<file path="config.mk">
export PLATFORM = sky130hd
export DESIGN_NAME = bmp_ctrl
export DESIGN_NICKNAME = d
export VERILOG_FILES = /design/src/rtl/bmp_pkg.sv /design/src/rtl/bmp_ctrl.sv
export SDC_FILE = /design/constraint.sdc
export NUM_CORES = 1
export LEC_CHECK = 0
export BUFFER_PORTS_ARGS = -buffer_cell sky130_fd_sc_hd__buf_2
export CAP_MARGIN = 20
export CORE_AREA = 2 2 39 41
export DETAILED_ROUTE_END_ITERATION = 12
export DIE_AREA = 0 0 41 43
export PLACE_DENSITY = 0.31
export SYNTH_ARGS = -nofsm -noshare
export SYNTH_HDL_FRONTEND = slang
export SYNTH_SLANG_ARGS = --single-unit
</file>
<file path="constraint.sdc">
create_clock -name clk -period 1.25 [get_ports clk]
set_input_delay 0.0625 -clock clk [delete_from_list [all_inputs] [get_ports clk]]
set_output_delay 0.0625 -clock clk [all_outputs]
set_load 0.05 [all_outputs]
</file>
<file path="src/rtl/bmp_pkg.sv">
// Shared types and constants for the bi-mode branch predictor.
// No dependencies; used by bmp_ctrl, bmp_datapath and the top level.
package bmp_pkg;

	// func field codes
	localparam logic FUNC_PREDICT = 1'b0;
	localparam logic FUNC_UPDATE  = 1'b1;

	// 2-bit saturating counter limits
	localparam logic [1:0] CTR_MIN = 2'd0;
	localparam logic [1:0] CTR_MAX = 2'd3;

	// controller -> datapath commands
	typedef struct packed {
		logic clear_we; // clearing pass: zero one entry of every table
		logic accept;   // transaction taken: capture fields, issue table reads
		logic exec;     // read data valid: resolve predict or write back update
	} cmd_t;

	// datapath -> controller status
	typedef struct packed {
		logic clear_last; // clearing pass is at its final entry
		logic is_update;  // captured transaction is an update
	} sts_t;

	function automatic logic [1:0] sat_toward(input logic [1:0] ctr, input logic up);
		logic [1:0] res;
		res = ctr;
		if (up) begin
			if (ctr != CTR_MAX) res = ctr + 2'd1;
		end else begin
			if (ctr != CTR_MIN) res = ctr - 2'd1;
		end
		return res;
	endfunction

endpackage

</file>
<file path="src/rtl/bmp_ctrl.sv">
// Controller FSM for the bi-mode branch predictor: clear pass, accept, execute.
// Depends on bmp_pkg (cmd_t, sts_t).
module bmp_ctrl (
	input  logic           clk,
	input  logic           arst_n,
	input  logic           in_valid,
	output logic           in_ready,
	output logic           out_valid,
	input  logic           out_ready,
	input  bmp_pkg::sts_t  sts,
	output bmp_pkg::cmd_t  cmd
);

	typedef enum logic [1:0] {
		ST_CLEAR,
		ST_IDLE,
		ST_EXEC
	} state_t;

	state_t state_q;
	logic   out_valid_q;

	assign in_ready     = (state_q == ST_IDLE);
	assign out_valid    = out_valid_q;
	assign cmd.clear_we = (state_q == ST_CLEAR);
	assign cmd.accept   = in_valid && in_ready;
	// a predict waits here while the previous result is still unclaimed
	assign cmd.exec     = (state_q == ST_EXEC) && (sts.is_update || !out_valid_q || out_ready);

	always_ff @(posedge clk or negedge arst_n) begin
		if (!arst_n) begin
			state_q     <= ST_CLEAR;
			out_valid_q <= 1'b0;
		end else begin
			case (state_q)
				ST_CLEAR: begin
					if (sts.clear_last) state_q <= ST_IDLE;
				end
				ST_IDLE: begin
					if (cmd.accept) state_q <= ST_EXEC;
				end
				ST_EXEC: begin
					if (cmd.exec) state_q <= ST_IDLE;
				end
				default: begin
					state_q <= ST_CLEAR;
				end
			endcase

			if (cmd.exec && !sts.is_update) begin
				out_valid_q <= 1'b1;
			end else if (out_ready) begin
				out_valid_q <= 1'b0;
			end
		end
	end

endmodule

</file>
==> run summary <==
number of I/O port buffers: 10
Vias/cell: 3.66
WP data arrival: 1.12 ns
TritonCTS clock tree: built
DP HPWL: 311 um
DRT Pass-1 Iters: 2
Final Hold Violating Endpoints: 0
post-synthesis sequential area ratio: 0.504
Worst-Margin Slew: 0.248 ns
critical path class: register to output pin
gr usage total: 0.0624
CP startpoint kind: register
worst vdd rail ir drop: 1140 uV
vias after detailed routing: 172
clk_skew: 0.00175 ns
Die Y-Extent: 43 um
clk slew on worst S/H paths: 0.04 ns
Syn-to-layout area delta: 84.0%
Root Buffer: clkbuf_4
fin crit share: 0.950
DRC: 0
power density over the cells: 2870 nW/um^2
Max-slew headroom: 0.836
setup violators final: 0
Crit path required time: 1.19 ns
Tightest Hold Check Type: primary input to register
Clock Sink Count: 3
post-synth top area cell: dfrtp_1
I/O pins: 11
initial antenna violation count: 0
Mapped Cells: 16
unrepaired setup endpoints after global routing: false
FF+latch count, synth: 3
DP Cell Count: 42
Max Cap Violations: 0
row count: 14
Post-Layout Cell Count: 47
clock buffer depth: 2
fin crit period: 1.19 ns
static leakage: 0.138 nW
Syn Nets: 22
synthesized area: 149 um^2
GPL Wtd Cong: 0.558
Synth top area share: 0.504
max-slew violation count: 0
Synth cell types: 12
Synthesis Warnings: 0
Crit. End Element: output pin
Final nets: 38
H-tree levels: 1
die width: 41 um
Post-DRT Antenna Nets: 0
Clock Latency Late Sink: 0.23 ns
gr ovfl total: 0
largest net degree at the start of global routing: 6
die area: 1760 um^2
CP max FO: 5
Num CTS Buffers: 3
number of diodes: 0
first-pass GRT wire length: 627 um
status: complete, no violations
vias in the first global route: 165
share of cells above drive strength 1: 0.548
Avg WL per Cell: 8.38 um
Initial Util: 0.108
initial DRC count: 4
Area contributors post-synth: dfrtp_1 50%, nor2_1 7.6%, a31o_1 5.9%
Syn Area/Cell: 9.31 um^2
fmax: 0.842 GHz
final core utilization: 0.198
core box area: 1380 um^2
DRT Wirelength: 394 um
Fill cells: 154
area by class of cell:
cell class	instances	area, um^2	area share
Multi-Input combinational cell	12	80.1	0.292
Sequential cell	3	75.1	0.274
Timing Repair Buffer	11	68.8	0.251
Clock buffer	4	26.3	0.0959
Tap cell	16	20.0	0.0731
Inverter	1	3.75	0.0137
cells in the mapped netlist, drive strengths merged:
library cell	instances
dfrtp	3
nor2	3
nor2b	2
a21oi	1
a31o	1
and2	1
inv	1
nand2	1
nand2b	1
o21ai	1
o22ai	1
what timing repair did:
item	4_1_cts	5_1_grt
gates resized for setup	2	2
hold buffers	1	0
endpoints found under the setup margin	2	1
buffers inserted	0	0
hold endpoints to repair	3	0
logic make-up after synthesis:
group / after synthesis / synth area share
flip-flops: 3 / 0.504
buffers and inverters: 1 / 0.0252
AND/OR/NAND/NOR: 8 / 0.303
AO/OA/AOI/OAI: 4 / 0.168
worst paths after layout:
check,from,endpoint,slack [ns],cells after the start
min reg2reg,out_valid$_DFFE_PN0P_,out_valid$_DFFE_PN0P_,0.55,2
max,state_q[1]$_DFFE_PN0P_,cmd[1],0.06,3
max in group asynchronous,arst_n,state_q[0]$_DFFE_PN0P_,1.00,2
min,sts[0],out_valid$_DFFE_PN0P_,0.06,2
min in group asynchronous,arst_n,state_q[1]$_DFFE_PN0P_,0.14,2
max reg2reg,state_q[0]$_DFFE_PN0P_,state_q[1]$_DFFE_PN0P_,0.28,3
critical path, cell delays in order, from the launching register on:
cell and delay [ns]:
dfrtp_1 0.43, nor2b_4 0.13, and2_4 0.14, buf_4 0.19
metal layers:
layer | track usage | vias up | wire length, um
met3 | 0.0785 | 0 | 64
met2 | 0.0625 | 13 | 141
met5 | 0 | - | 0
met4 | 0.0400 | 0 | 0
li1 | - | 84 | -
met1 | 0.0680 | 75 | 188
power breakdown:
group | leakage [nW] | switching [mW] | internal [mW] | total (mW)
clock network | 0.0150 | 0.0511 | 0.120 | 0.171
registers | 0.0388 | 0.0355 | 0.132 | 0.167
logic | 0.0845 | 0.311 | 0.138 | 0.449
sequential cells by signal, indices dropped and copies added, names as in the netlist:
name,count
state_q,2
out_valid,1
placed cells by master (no fill, tap or decap), types with 2 or more instances in the layout:
| cell | n |
|---|---|
| dfrtp_1 | 3 |
| buf_2 | 8 |
| nor2_2 | 2 |
| clkbuf_4 | 3 |
metrics by stage:
step	total power [mW]	setup slack [ns]	setup TNS [ns]	hold WS [ns]	area (um^2)
finish	0.787	0.0627	0	0.0614	274
global route	0.840	0.00314	0	0.0833	274
CTS	0.792	0.0381	0	0.0447	268
detailed placement	0.598	0.243	0	-0.139	226
global placement	0.593	0.264	0	-0.138	226
floorplan	0.512	-0.0235	-0.0235	-0.233	156
Power figures use the tool's default switching activity.
